### config.mk
export PLATFORM = sky130hd
export DESIGN_NAME = tilt_pid_balance_controller
export DESIGN_NICKNAME = d
export VERILOG_FILES = /design/src/tpbc_pkg.sv /design/src/tilt_pid_balance_controller.sv
export SDC_FILE = /design/constraint.sdc
export NUM_CORES = 2
export LEC_CHECK = 0
export ABC_AREA = 1
export BUFFER_PORTS_ARGS = -buffer_cell sky130_fd_sc_hd__buf_2
export CORE_UTILIZATION = 65
export CTS_BUF_LIST = sky130_fd_sc_hd__clkbuf_4
export CTS_CLUSTER_DIAMETER = 120
export CTS_CLUSTER_SIZE = 10
export DETAILED_ROUTE_END_ITERATION = 6
export PLACE_DENSITY_LB_ADDON = 0.1
export SYNTH_ARGS = -nofsm -noshare
export SYNTH_HDL_FRONTEND = slang
export SYNTH_SLANG_ARGS = --single-unit
### constraint.sdc
create_clock -name i_clk -period 8.7 [get_ports i_clk]
set_clock_uncertainty 0.2 [all_clocks]
set_input_delay 0.87 -clock i_clk [delete_from_list [all_inputs] [get_ports i_clk]]
set_output_delay 0.87 -clock i_clk [all_outputs]
set_load 0.05 [all_outputs]
### src/tpbc_pkg.sv
// ----------------------------------------------------------------------------
// tpbc_pkg
// Shared types, constants and the CORDIC angle table of the tilt balance
// controller.
// ----------------------------------------------------------------------------
package tpbc_pkg;

    localparam int CORDIC_STEPS = 16;
    localparam int ACC_W        = 48;
    localparam int MUL_CYC      = 20;
    localparam int CNT_W        = 6;

    localparam logic signed [26:0] HALF_TURN = 27'sd11796480;

    localparam logic [19:0] DIV_RATE = 20'd2096;
    localparam logic [19:0] DIV_US   = 20'd1000000;
    localparam logic [19:0] DIV_FILT = 20'd65536;

    localparam logic [2:0] REG_GYRO_OFFSET    = 3'd0;
    localparam logic [2:0] REG_ANGLE_SETPOINT = 3'd1;
    localparam logic [2:0] REG_GAIN_P         = 3'd2;
    localparam logic [2:0] REG_GAIN_I         = 3'd3;
    localparam logic [2:0] REG_GAIN_D         = 3'd4;
    localparam logic [2:0] REG_INTEGRAL_LIMIT = 3'd5;
    localparam logic [2:0] REG_DEAD_ZONE      = 3'd6;
    localparam logic [2:0] REG_FILTER_ALPHA   = 3'd7;

    typedef enum logic [4:0] {
        S_IDLE,
        S_CINIT,
        S_CORD,
        S_CEND,
        S_RATE,
        S_INC0,
        S_INC1,
        S_TLT0,
        S_TLT1,
        S_TLT2,
        S_ERR0,
        S_ERR1,
        S_INT,
        S_SUM1,
        S_SUM2,
        S_OUT,
        S_MUL,
        S_DIV
    } t_state;

    // atan(2^-i) in degrees, Q20 source table rounded to Q16
    function automatic logic signed [26:0] atan_entry(input logic [4:0] idx);
        logic [31:0] t;
        unique case (idx)
            5'd0:    t = 32'd47185920;
            5'd1:    t = 32'd27855475;
            5'd2:    t = 32'd14718068;
            5'd3:    t = 32'd7471121;
            5'd4:    t = 32'd3750058;
            5'd5:    t = 32'd1876857;
            5'd6:    t = 32'd938658;
            5'd7:    t = 32'd469357;
            5'd8:    t = 32'd234682;
            5'd9:    t = 32'd117342;
            5'd10:   t = 32'd58671;
            5'd11:   t = 32'd29335;
            5'd12:   t = 32'd14668;
            5'd13:   t = 32'd7334;
            5'd14:   t = 32'd3667;
            5'd15:   t = 32'd1833;
            5'd16:   t = 32'd917;
            5'd17:   t = 32'd458;
            5'd18:   t = 32'd229;
            5'd19:   t = 32'd115;
            5'd20:   t = 32'd57;
            5'd21:   t = 32'd29;
            5'd22:   t = 32'd14;
            5'd23:   t = 32'd7;
            default: t = 32'd0;
        endcase
        t = (t + 32'd8) >> 4;
        return $signed(t[26:0]);
    endfunction

endpackage

### src/tilt_pid_balance_controller.sv
// ----------------------------------------------------------------------------
// tilt_pid_balance_controller
// Complementary-filter tilt estimate with PID motor drive, built around a
// shared bit-serial multiply-accumulate and a bit-serial constant divider.
// ----------------------------------------------------------------------------
// Sequencing: the seeding sample returns to o_ready with no result; every later
// sample raises o_valid when done, o_ready with it. A new sample is taken only
// in idle, once the last one is through: 4 serial divides and 7 serial
// multiply-adds, and the output step waits while an untaken result is held.
// Reset (i_rst_n low, synchronous): registers to defaults, angle, integral
// and seeded flag cleared.
module tilt_pid_balance_controller (
    input  logic               i_clk,
    input  logic               i_rst_n,
    input  logic               i_valid,
    output logic               o_ready,
    input  logic signed [15:0] i_accel_x,
    input  logic signed [15:0] i_accel_z,
    input  logic signed [15:0] i_gyro_y,
    input  logic        [19:0] i_elapsed_us,
    output logic               o_valid,
    input  logic               i_ready,
    output logic        [15:0] o_motor_power,
    output logic               o_reverse,
    output logic signed [24:0] o_tilt_angle,
    input  logic               psel,
    input  logic               penable,
    input  logic               pwrite,
    input  logic        [4:0]  paddr,
    input  logic        [31:0] pwdata,
    output logic        [31:0] prdata,
    output logic               pready
);

    // configuration
    logic signed [19:0] r_goff;
    logic signed [24:0] r_sp;
    logic        [15:0] r_gp;
    logic        [15:0] r_gi;
    logic        [11:0] r_gd;
    logic        [22:0] r_ilim;
    logic        [15:0] r_dz;
    logic        [16:0] r_alpha;

    // control and filter state
    tpbc_pkg::t_state r_state, n_state, r_ret, n_ret;
    logic [tpbc_pkg::CNT_W-1:0] r_cnt, n_cnt;
    logic               r_seeded, n_seeded;
    logic signed [24:0] r_filt, n_filt;
    logic signed [23:0] r_integ, n_integ;
    logic               r_ovalid, n_ovalid;

    // datapath
    logic signed [15:0] r_ax, n_ax, r_az, n_az, r_g, n_g;
    logic        [19:0] r_us, n_us;
    logic signed [26:0] r_cx, n_cx, r_cy, n_cy, r_cz, n_cz;
    logic signed [25:0] r_atilt, n_atilt;
    logic signed [26:0] r_rate, n_rate;
    logic signed [26:0] r_err, n_err;
    logic signed [tpbc_pkg::ACC_W-1:0] r_acc, n_acc, r_ma, n_ma;
    logic        [19:0] r_mb, n_mb;
    logic        [tpbc_pkg::ACC_W-1:0] r_quo, n_quo;
    logic        [19:0] r_rem, n_rem;
    logic        [19:0] r_div, n_div;
    logic               r_neg, n_neg;
    logic        [15:0] r_power, n_power;
    logic               r_rev, n_rev;
    logic signed [24:0] r_tout, n_tout;

    // combinational helpers
    logic signed [21:0] rate_num;
    logic signed [tpbc_pkg::ACC_W-1:0] div_src, div_res;
    logic        [tpbc_pkg::ACC_W-1:0] div_mag, quo_next, pmag;
    logic        [20:0] rem_try;
    logic               rem_ge;
    logic        [16:0] alpha_sat;
    logic signed [26:0] dx, dy, tab, x0, y0;
    logic        [4:0]  cidx;
    logic signed [25:0] tilt_c;
    logic signed [27:0] filt_inc, integ_sum, lim;
    logic        [15:0] psat;
    logic               cfg_wr;

    assign o_ready       = (r_state == tpbc_pkg::S_IDLE);
    assign o_valid       = r_ovalid;
    assign o_motor_power = r_power;
    assign o_reverse     = r_rev;
    assign o_tilt_angle  = r_tout;
    assign pready        = 1'b1;
    assign cfg_wr        = psel & penable & pwrite & pready;

    always_comb begin
        unique case (paddr[4:2])
            tpbc_pkg::REG_GYRO_OFFSET:    prdata = {{12{r_goff[19]}}, r_goff};
            tpbc_pkg::REG_ANGLE_SETPOINT: prdata = {{7{r_sp[24]}}, r_sp};
            tpbc_pkg::REG_GAIN_P:         prdata = {16'd0, r_gp};
            tpbc_pkg::REG_GAIN_I:         prdata = {16'd0, r_gi};
            tpbc_pkg::REG_GAIN_D:         prdata = {20'd0, r_gd};
            tpbc_pkg::REG_INTEGRAL_LIMIT: prdata = {9'd0, r_ilim};
            tpbc_pkg::REG_DEAD_ZONE:      prdata = {16'd0, r_dz};
            tpbc_pkg::REG_FILTER_ALPHA:   prdata = {15'd0, r_alpha};
            default:                      prdata = 32'd0;
        endcase
    end

    // (gyro*16 - offset), scaled by 2^16 before the divide
    assign rate_num  = {r_g[15], r_g[15], r_g, 4'd0} - {{2{r_goff[19]}}, r_goff};
    assign div_src   = (r_state == tpbc_pkg::S_RATE) ?
                       {{10{rate_num[21]}}, rate_num, 16'd0} : r_acc;
    assign div_mag   = div_src[tpbc_pkg::ACC_W-1] ? 48'(-div_src) : 48'(div_src);
    assign rem_try   = {r_rem, r_quo[tpbc_pkg::ACC_W-1]};
    assign rem_ge    = (rem_try >= {1'b0, r_div});
    assign quo_next  = {r_quo[tpbc_pkg::ACC_W-2:0], rem_ge};
    assign div_res   = r_neg ? $signed(48'(-quo_next)) : $signed(quo_next);

    assign alpha_sat = (r_alpha > 17'd65536) ? 17'd65536 : r_alpha;

    assign cidx = r_cnt[4:0];
    assign dx   = r_cx >>> cidx;
    assign dy   = r_cy >>> cidx;
    assign tab  = tpbc_pkg::atan_entry(cidx);
    assign x0   = {{3{r_ax[15]}}, r_ax, 8'd0};
    assign y0   = {{3{r_az[15]}}, r_az, 8'd0};

    assign tilt_c = (r_acc > 48'sd11796480) ? 26'sd11796480 :
                    (r_acc < -48'sd11796480) ? -26'sd11796480 : r_acc[25:0];
    assign filt_inc  = {{3{r_filt[24]}}, r_filt} + {r_acc[26], r_acc[26:0]};
    assign integ_sum = {{4{r_integ[23]}}, r_integ} + r_acc[27:0];
    assign lim       = {5'd0, r_ilim};

    assign pmag = r_acc[tpbc_pkg::ACC_W-1] ? 48'(-r_acc) : 48'(r_acc);
    assign psat = (|pmag[47:32]) ? 16'hFFFF : pmag[31:16];

    always_comb begin
        n_state  = r_state;
        n_ret    = r_ret;
        n_cnt    = r_cnt;
        n_seeded = r_seeded;
        n_filt   = r_filt;
        n_integ  = r_integ;
        n_ovalid = r_ovalid & ~i_ready;
        n_ax     = r_ax;
        n_az     = r_az;
        n_g      = r_g;
        n_us     = r_us;
        n_cx     = r_cx;
        n_cy     = r_cy;
        n_cz     = r_cz;
        n_atilt  = r_atilt;
        n_rate   = r_rate;
        n_err    = r_err;
        n_acc    = r_acc;
        n_ma     = r_ma;
        n_mb     = r_mb;
        n_quo    = r_quo;
        n_rem    = r_rem;
        n_div    = r_div;
        n_neg    = r_neg;
        n_power  = r_power;
        n_rev    = r_rev;
        n_tout   = r_tout;

        unique case (r_state)
            tpbc_pkg::S_IDLE: begin
                if (i_valid) begin
                    n_ax    = i_accel_x;
                    n_az    = i_accel_z;
                    n_g     = i_gyro_y;
                    n_us    = i_elapsed_us;
                    n_state = tpbc_pkg::S_CINIT;
                end
            end
            tpbc_pkg::S_CINIT: begin
                n_cnt = '0;
                if (r_ax == 16'sd0 && r_az == 16'sd0) begin
                    n_cz    = '0;
                    n_state = tpbc_pkg::S_CEND;
                end else if (r_ax[15]) begin
                    n_cx    = -x0;
                    n_cy    = -y0;
                    n_cz    = r_az[15] ? -tpbc_pkg::HALF_TURN : tpbc_pkg::HALF_TURN;
                    n_state = tpbc_pkg::S_CORD;
                end else begin
                    n_cx    = x0;
                    n_cy    = y0;
                    n_cz    = '0;
                    n_state = tpbc_pkg::S_CORD;
                end
            end
            tpbc_pkg::S_CORD: begin
                if (!r_cy[26]) begin
                    n_cx = r_cx + dy;
                    n_cy = r_cy - dx;
                    n_cz = r_cz + tab;
                end else begin
                    n_cx = r_cx - dy;
                    n_cy = r_cy + dx;
                    n_cz = r_cz - tab;
                end
                n_cnt = r_cnt + 1'b1;
                if (r_cnt == 6'(tpbc_pkg::CORDIC_STEPS - 1)) begin
                    n_state = tpbc_pkg::S_CEND;
                end
            end
            tpbc_pkg::S_CEND: begin
                n_atilt = (r_cz > tpbc_pkg::HALF_TURN) ? 26'sd11796480 :
                          (r_cz < -tpbc_pkg::HALF_TURN) ? -26'sd11796480 : r_cz[25:0];
                if (!r_seeded) begin
                    n_filt   = n_atilt[24:0];
                    n_seeded = 1'b1;
                    n_state  = tpbc_pkg::S_IDLE;
                end else begin
                    n_state = tpbc_pkg::S_RATE;
                end
            end
            tpbc_pkg::S_RATE, tpbc_pkg::S_INC1, tpbc_pkg::S_TLT2, tpbc_pkg::S_ERR1: begin
                // start a rounded divide of the accumulator (in S_RATE, of the gyro rate) by a constant
                priority case (r_state)
                    tpbc_pkg::S_RATE: begin
                        n_div = tpbc_pkg::DIV_RATE;
                        n_ret = tpbc_pkg::S_INC0;
                    end
                    tpbc_pkg::S_INC1: begin
                        n_div = tpbc_pkg::DIV_US;
                        n_ret = tpbc_pkg::S_TLT0;
                    end
                    tpbc_pkg::S_TLT2: begin
                        n_div = tpbc_pkg::DIV_FILT;
                        n_ret = tpbc_pkg::S_ERR0;
                    end
                    default: begin
                        n_div = tpbc_pkg::DIV_US;
                        n_ret = tpbc_pkg::S_INT;
                    end
                endcase
                n_quo   = div_mag + {29'd0, n_div[19:1]};
                n_neg   = div_src[tpbc_pkg::ACC_W-1];
                n_rem   = '0;
                n_cnt   = '0;
                n_state = tpbc_pkg::S_DIV;
            end
            tpbc_pkg::S_DIV: begin
                n_rem = rem_ge ? 20'(rem_try - {1'b0, r_div}) : rem_try[19:0];
                n_quo = quo_next;
                n_cnt = r_cnt + 1'b1;
                if (r_cnt == 6'(tpbc_pkg::ACC_W - 1)) begin
                    n_acc   = div_res;
                    n_state = r_ret;
                end
            end
            tpbc_pkg::S_MUL: begin
                if (r_mb[0]) begin
                    n_acc = r_acc + r_ma;
                end
                n_ma  = r_ma <<< 1;
                n_mb  = r_mb >> 1;
                n_cnt = r_cnt + 1'b1;
                if (r_cnt == 6'(tpbc_pkg::MUL_CYC - 1)) begin
                    n_state = r_ret;
                end
            end
            tpbc_pkg::S_INC0: begin
                n_rate  = r_acc[26:0];
                n_acc   = '0;
                n_ma    = {{21{r_acc[26]}}, r_acc[26:0]};
                n_mb    = r_us;
                n_cnt   = '0;
                n_ret   = tpbc_pkg::S_INC1;
                n_state = tpbc_pkg::S_MUL;
            end
            tpbc_pkg::S_TLT0: begin
                n_acc   = '0;
                n_ma    = {{20{filt_inc[27]}}, filt_inc};
                n_mb    = {3'd0, alpha_sat};
                n_cnt   = '0;
                n_ret   = tpbc_pkg::S_TLT1;
                n_state = tpbc_pkg::S_MUL;
            end
            tpbc_pkg::S_TLT1: begin
                n_ma    = {{22{r_atilt[25]}}, r_atilt};
                n_mb    = {3'd0, 17'(17'd65536 - alpha_sat)};
                n_cnt   = '0;
                n_ret   = tpbc_pkg::S_TLT2;
                n_state = tpbc_pkg::S_MUL;
            end
            tpbc_pkg::S_ERR0: begin
                n_filt  = tilt_c[24:0];
                n_err   = {tilt_c[25], tilt_c} - {{2{r_sp[24]}}, r_sp};
                n_acc   = '0;
                n_ma    = {{21{n_err[26]}}, n_err};
                n_mb    = r_us;
                n_cnt   = '0;
                n_ret   = tpbc_pkg::S_ERR1;
                n_state = tpbc_pkg::S_MUL;
            end
            tpbc_pkg::S_INT: begin
                if (integ_sum > lim) begin
                    n_integ = lim[23:0];
                end else if (integ_sum < -lim) begin
                    n_integ = 24'(-lim);
                end else begin
                    n_integ = integ_sum[23:0];
                end
                n_acc   = '0;
                n_ma    = {{21{r_err[26]}}, r_err};
                n_mb    = {4'd0, r_gp};
                n_cnt   = '0;
                n_ret   = tpbc_pkg::S_SUM1;
                n_state = tpbc_pkg::S_MUL;
            end
            tpbc_pkg::S_SUM1: begin
                n_ma    = {{24{r_integ[23]}}, r_integ};
                n_mb    = {4'd0, r_gi};
                n_cnt   = '0;
                n_ret   = tpbc_pkg::S_SUM2;
                n_state = tpbc_pkg::S_MUL;
            end
            tpbc_pkg::S_SUM2: begin
                n_ma    = {{21{r_rate[26]}}, r_rate};
                n_mb    = {8'd0, r_gd};
                n_cnt   = '0;
                n_ret   = tpbc_pkg::S_OUT;
                n_state = tpbc_pkg::S_MUL;
            end
            tpbc_pkg::S_OUT: begin
                // hold until the output register is free
                if (!r_ovalid || i_ready) begin
                    n_power  = (psat < r_dz) ? 16'd0 : psat;
                    n_rev    = r_acc[tpbc_pkg::ACC_W-1] | (r_acc == '0);
                    n_tout   = r_filt;
                    n_ovalid = 1'b1;
                    n_state  = tpbc_pkg::S_IDLE;
                end
            end
            default: n_state = tpbc_pkg::S_IDLE;
        endcase
    end

    always_ff @(posedge i_clk) begin
        if (!i_rst_n) begin
            r_state  <= tpbc_pkg::S_IDLE;
            r_ret    <= tpbc_pkg::S_IDLE;
            r_cnt    <= '0;
            r_seeded <= 1'b0;
            r_filt   <= '0;
            r_integ  <= '0;
            r_ovalid <= 1'b0;
        end else begin
            r_state  <= n_state;
            r_ret    <= n_ret;
            r_cnt    <= n_cnt;
            r_seeded <= n_seeded;
            r_filt   <= n_filt;
            r_integ  <= n_integ;
            r_ovalid <= n_ovalid;
        end
    end

    always_ff @(posedge i_clk) begin
        r_ax    <= n_ax;
        r_az    <= n_az;
        r_g     <= n_g;
        r_us    <= n_us;
        r_cx    <= n_cx;
        r_cy    <= n_cy;
        r_cz    <= n_cz;
        r_atilt <= n_atilt;
        r_rate  <= n_rate;
        r_err   <= n_err;
        r_acc   <= n_acc;
        r_ma    <= n_ma;
        r_mb    <= n_mb;
        r_quo   <= n_quo;
        r_rem   <= n_rem;
        r_div   <= n_div;
        r_neg   <= n_neg;
        r_power <= n_power;
        r_rev   <= n_rev;
        r_tout  <= n_tout;
    end

    always_ff @(posedge i_clk) begin
        if (!i_rst_n) begin
            r_goff  <= 20'sd0;
            r_sp    <= -25'sd511181;
            r_gp    <= 16'd15000;
            r_gi    <= 16'd1000;
            r_gd    <= 12'd220;
            r_ilim  <= 23'd655360;
            r_dz    <= 16'd6000;
            r_alpha <= 17'd64225;
        end else if (cfg_wr) begin
            unique case (paddr[4:2])
                tpbc_pkg::REG_GYRO_OFFSET:    r_goff  <= pwdata[19:0];
                tpbc_pkg::REG_ANGLE_SETPOINT: r_sp    <= pwdata[24:0];
                tpbc_pkg::REG_GAIN_P:         r_gp    <= pwdata[15:0];
                tpbc_pkg::REG_GAIN_I:         r_gi    <= pwdata[15:0];
                tpbc_pkg::REG_GAIN_D:         r_gd    <= pwdata[11:0];
                tpbc_pkg::REG_INTEGRAL_LIMIT: r_ilim  <= pwdata[22:0];
                tpbc_pkg::REG_DEAD_ZONE:      r_dz    <= pwdata[15:0];
                tpbc_pkg::REG_FILTER_ALPHA:   r_alpha <= pwdata[16:0];
                default:                      r_goff  <= r_goff;
            endcase
        end
    end

    a_accept_leaves_idle: assert property (@(posedge i_clk) disable iff (!i_rst_n)
        (i_valid && o_ready) |=> (r_state == tpbc_pkg::S_CINIT))
        else $error("accepted transaction did not start the sequence");

    a_result_from_out: assert property (@(posedge i_clk) disable iff (!i_rst_n)
        $rose(o_valid) |-> ($past(r_state) == tpbc_pkg::S_OUT))
        else $error("result appeared outside the output step");

    a_dead_zone: assert property (@(posedge i_clk) disable iff (!i_rst_n)
        (o_valid && (o_motor_power != 16'd0)) |-> (o_motor_power >= r_dz))
        else $error("motor power below dead zone");

endmodule
; Yosys cells after proc, flatten, opt, wreduce, memory -nomap -nowiden
; Memory sizes are Yosys's and may differ from the RTL's. A register that Yosys moved wholly into a read port is not among the register bits.
; Cells that the tools add are included.
[op_classes]
shifts = 2
addsub = 22
n_bitwise = 5
magnitude_cmp = 9
muxes = 53
reduce_logical = 37
eq_ne = 35
[ops]
columns = cell, n
row1 = case mux 48 bit (8 select lines), 1
row2 = two-way mux 48 bit, 6
row3 = two-way mux 27 bit, 10
row4 = case mux 32 bit (8 select lines), 1
row5 = case mux 27 bit (2 select lines), 3
row6 = negation 48 bit, 3
row7 = case mux 48 bit (3 select lines), 1
row8 = case mux 20 bit (7 select lines), 1
row9 = case mux 48 bit (2 select lines), 1
row10 = adder 27 bit, 3
row11 = subtractor 27 bit, 3
row12 = case mux 20 bit (2 select lines), 2
row13 = two-way mux 26 bit, 3
row14 = negation 24 -> 27 bit, 2
row15 = >>> shifter 27 x 5 -> 27 bit, 2
row16 = two-way mux 25 bit, 2
row17 = case mux 25 bit (2 select lines), 1
row18 = adder 48 x 19 -> 48 bit, 1
row19 = adder 48 bit, 1
row20 = greater-than comparator 48 x 25 -> 1 bit (second input constant), 1
row21 = zero test 48 bit, 1
row22 = < comparator 48 x 25 -> 1 bit (second input constant), 1
row23 = two-way mux 24 bit, 2
row24 = case mux 5 bit (9 select lines), 1
row25 = other kinds (59), 110
[totals]
mem_count = 1
ff_bits = 688
output_inout_bits = 77
rom_bits = 832
[memory_table]
columns = memory, words, word_bits, rd, rd_clocked_by_memory_dff, wr, line
row1 = (no name shown), 32, 26, 1, 1, 0, tpbc_pkg.sv:52  ; unique case (idx)

; Logic depth before layout (Yosys ltp)
[logic_depth]
word_depth = 6
depth_mapped = 36

; Worst setup path after synthesis
; No wires, ideal clock.
[synth_path]
kind = in2reg
from = input i_valid
to = register r_ax[0] (enable)
stages = 2
required_time_ns = 7.922
arrival_ns = 5.539
path_slack_ns = 2.383
setup_time_ns = 0.578
path_cell_list = inv_1 > nor3_1
[synth_between]
elab_chain_cells = 1
[synth_lines]
columns = item, line
row1 = start: declaration, tilt_pid_balance_controller.sv:15  ; input logic i_valid,
row2 = AND reduction 2 bit (no source line), --
row3 = end signal: assignment, tilt_pid_balance_controller.sv:360  ; r_ax <= n_ax;
row4 = end: declaration, tilt_pid_balance_controller.sv:54  ; logic signed [15:0] r_ax, n_ax, r_az, n_az, r_g, n_g;
; Every way passes these cells.
; A chain may end at the register's enable or synchronous reset.

; Worst setup path after layout
[layout_path]
from = register r_cnt[0] in the netlist's numbering
to = register r_cy[24] (data pin)
[layout_between]
elab_chain_cells = 4
word_cells_on_any_way = 5
cone_classes = add/sub: 2 / shift: 1 / mux: 2
[layout_lines]
columns = item, line
row1 = start: declaration, tilt_pid_balance_controller.sv:47  ; logic [tpbc_pkg::CNT_W-1:0] r_cnt, n_cnt;
row2 = start signal: assignment, tilt_pid_balance_controller.sv:351  ; r_cnt <= n_cnt;
row3 = >>> shifter 27 x 5 -> 27 bit (*), tilt_pid_balance_controller.sv:119  ; assign dx = r_cx >>> cidx;
row4 = subtractor 27 bit / adder 27 bit (equally long branches), "tilt_pid_balance_controller.sv:193, tilt_pid_balance_controller.sv:197"
row5 = two-way mux 27 bit (*), tilt_pid_balance_controller.sv:191  ; if (!r_cy[26]) begin
row6 = case mux 27 bit (2 select lines) (*), tilt_pid_balance_controller.sv:163  ; unique case (r_state)
row7 = named net n_cy[24], tilt_pid_balance_controller.sv:56  ; logic signed [26:0] r_cx, n_cx, r_cy, n_cy, r_cz, n_cz;
row8 = end signal: assignment, tilt_pid_balance_controller.sv:365  ; r_cy <= n_cy;
row9 = end: declaration, tilt_pid_balance_controller.sv:56
; Mark *: on every way through the listed nets, which the timed path passes. The rest lies on a longest branch.

==> reports/qor.yml <==
critical_path:
  timing.rr.start: "r_cnt[0]$_SDFFE_PN0N_"
  path_class: "register to register"
  rr_worst_depth: 27
  arrival_ns: 7.18
  cp_max_fo: 66
  startpoint_type: "register"
  end_kind: "register"
  slowest_stage: "dfxtp_2"
  r2r_end: "r_cy[24]$_DFFE_PP_"
  slowest_delay_ns: 1.00
  path_common_cell: "o21ai_0"
  rrSetupSlack_ns: 2.02
  crit_required_ns: 9.21
routing:
  detail-route-antenna-nets: 0
  wl_mm: 193
  vias_per_cell: 6.31
  drc_errors: 10
  vias: 56000
  avgRoutedWirePerCell_um: 21.7
  dr.pass1.iters: 7
  drt_iter0_markers: 7627
yosys:
  syn_nets: 8077
  ys_types: 74
  netlist_area_mm2: 0.0543
  synth_seq_cells: 693
  synth_area_leaders: "edfxtp_1, nand2_1, dfxtp_1"
  async_flop_share_pct: 0
  synth_top_area_share_pct: 25.4
  yosysWarnings: 0
  synth_cells: 7630
  yosysSeqAreaShare_pct: 34.0
  avgSynthCellArea_um2: 7.12
  synth-edff-count: 459
  ys.flop_type: "edfxtp_1"
  synth.largest_area_cell: "edfxtp_1"
hold_path:
  hold_path.class: "primary input to register"
  holdPathStages: 3
  min_to: "r_alpha[16]$_SDFFE_PN0P_"
  hp-start: "pwdata[16]"
floorplanning:
  coreArea_mm2: 0.0824
  dieHeight_um: 291
  start_util_pct: 65.9
  io-pin-count: 189
  die_w_um: 291
  die_area_mm2: 0.0847
  num_rows: 105
finish:
  layout_commonest_cell: "nand2_1"
  area_growth_pct: 6.32
  register_area_mm2: 0.0185
  drive_above_1_share_pct: 6.55
  n_fill_cell: 7131
  layout_common_cells: "nand2_1, inv_1, o21ai_0"
  multiInputGateArea_mm2: 0.0313
  nNetsFinal: 8199
grt:
  antenna_found_initial: 7
  grt_pass1_vias: 50500
  grt_start_max_net_pins: 92
  grt_pass1_wl_mm: 291
  gr-usage-all-layers_pct: 44.2
  grt.overflow.total: 0
sta:
  tightest_slew_ns: 1.42
  finalSetupViolCount: 0
  finalCriticalPeriod_ns: 6.68
  finalHoldViolCount: 0
  max_freq_mhz: 150
  rsz0062_at_grt: "no"
  whs_ns: 0.0504
  post-route-period-util_pct: 76.8
  relSlewSlack_pct: 4.17
  setup_tns_ns: 0
  final-max-slew-violation-count: 0
clocking:
  root_buffer: "clkbuf_4"
  post_cts_buffers: 0
  cts_made_buffers: 79
  cts_tree: "built"
  clk_path_buf_depth: 3
  cts_num_sinks: 693
  htreeDepth: 3
  ctsResizeCount: 0
  holdBufCountCts: 75
  worstSkewPairLatency_ns: 1.02
  clkTransAtPathRegs_ns: 0.12
placement:
  io_buffers: 178
  dp_hpwl_mm: 146
  gp_congestion: 1.11
power_and_ir_drop:
  power_mw: 9.08
  peakVddDrop_v: 0.000188
  p_per_area_mw_per_mm2: 157
  leakagePower_nw: 25.3
status:
  violations: "DRC"
  status: "finished with violations"
run:
  maxCapViolCount: 0
## worst max-delay path, delay by kind of cell (launching register included)
| family | cells | cell delay (ns) |
|---|---|---|
| adders and majority gates | 2 | 0.85 |
| buffers and inverters | 1 | 0.55 |
| AOI/OAI and AO/OA | 13 | 2.88 |
| and+or+nand+nor | 11 | 0.91 |
| DFF | 1 | 1.00 |
## cell usage after synthesis (35+ instances only)
master    instances
a21oi_1         655
a221oi_1         50
a31oi_1          75
buf_2            35
clkbuf_1        185
dfxtp_1         234
edfxtp_1        459
ha_1            326
inv_1           905
nand2_1        1771
nand3_1         367
nand4_1         112
nor2_1          667
nor3_1          113
nor4_1           41
o211ai_1        110
o21ai_0         678
o22ai_1          70
or2_2            38
xnor2_1          89
xor2_1          197
## power by group
part	switching (mW)	total (mW)	internal [mW]	leakage [nW]
sequential	0.168	3.88	3.71	6.08
combinational	2.17	3.26	1.09	18.6
clock	1.24	1.94	0.706	0.634
## layout make-up
type                    instances  area share (%)
inverters                     941            6.13
repair buffers                304            3.51
flip-flops and latches        693            32.0
clock buffers                 131            1.70
diodes                          7          0.0303
well taps                    1070            2.32
clock inverters                 5           0.104
multi-input cells            5733            54.2
## worst max path at each step
stage / cells after the start / startpoint / to / slack [ns]
after CTS: 30 / r_cnt[0]$_SDFFE_PN0N_ / r_cx[26]$_DFFE_PP_ / 2.17
after global placement: 33 / r_cnt[0]$_SDFFE_PN0N_ / r_cx[26]$_DFFE_PP_ / 2.31
after detailed placement: 30 / r_cnt[0]$_SDFFE_PN0N_ / r_cx[26]$_DFFE_PP_ / 2.22
after global routing: 30 / r_cnt[0]$_SDFFE_PN0N_ / r_cx[26]$_DFFE_PP_ / 1.43
final: 27 / r_cnt[0]$_SDFFE_PN0N_ / r_cy[24]$_DFFE_PP_ / 2.02
after floorplan: 2 / i_valid / r_ax[0]$_DFFE_PP_ / 2.38
## state kept, by name (all words and copies together), names as in the netlist, 17 cells and up, named ones only
name	flops
r_ilim	23
r_filt	25
r_rem	20
r_cy	27
r_cz	27
o_tilt_angle	25
r_ma	48
r_atilt	26
r_alpha	17
r_integ	24
r_quo	48
r_us	20
r_goff	20
r_sp	25
r_rate	27
r_err	27
r_acc	48
r_mb	20
r_cx	27
## routing by layer
| metal | vias to the layer above | part of all wire (%) | track usage (%) |
|---|---|---|---|
| li1 | 26300 | - | - |
| met4 | 4 | 6.1 | 22.9 |
| met2 | 3446 | 41 | 65.2 |
| met1 | 25700 | 39 | 59.9 |
| met3 | 541 | 13 | 11.1 |
| met5 | - | 0.017 | 0 |
## logic make-up (layout without fill, tap and decap cells)
kind of cell               Yosys count  count (layout)  share of synthesized area (%)
buffers and inverters             1204            1381                           8.57
muxes                               20              20                          0.369
and+or+nand+nor                   3206            3206                           24.8
other                                1               8                        0.00691
AOI/OAI and AO/OA                 1882            1882                           19.7
xor gates and xnor gates           289             289                           4.70
DFF                                693             693                           34.0
adders and majority gates          335             335                           7.84
## per-stage QoR
stage | cells | utilization, % | setup slack, ns | cell area (µm²)
global route | 8883 | 70.1 | 1.43 | 57700
CTS | 8877 | 70.1 | 2.17 | 57700
detailed placement | 8666 | 67.9 | 2.22 | 55900
finish | 8884 | 70.1 | 2.02 | 57700
global placement | 8666 | 67.9 | 2.31 | 55900
floorplan | 7630 | - | 2.38 | 54300
(Power assumes the default switching activity.)
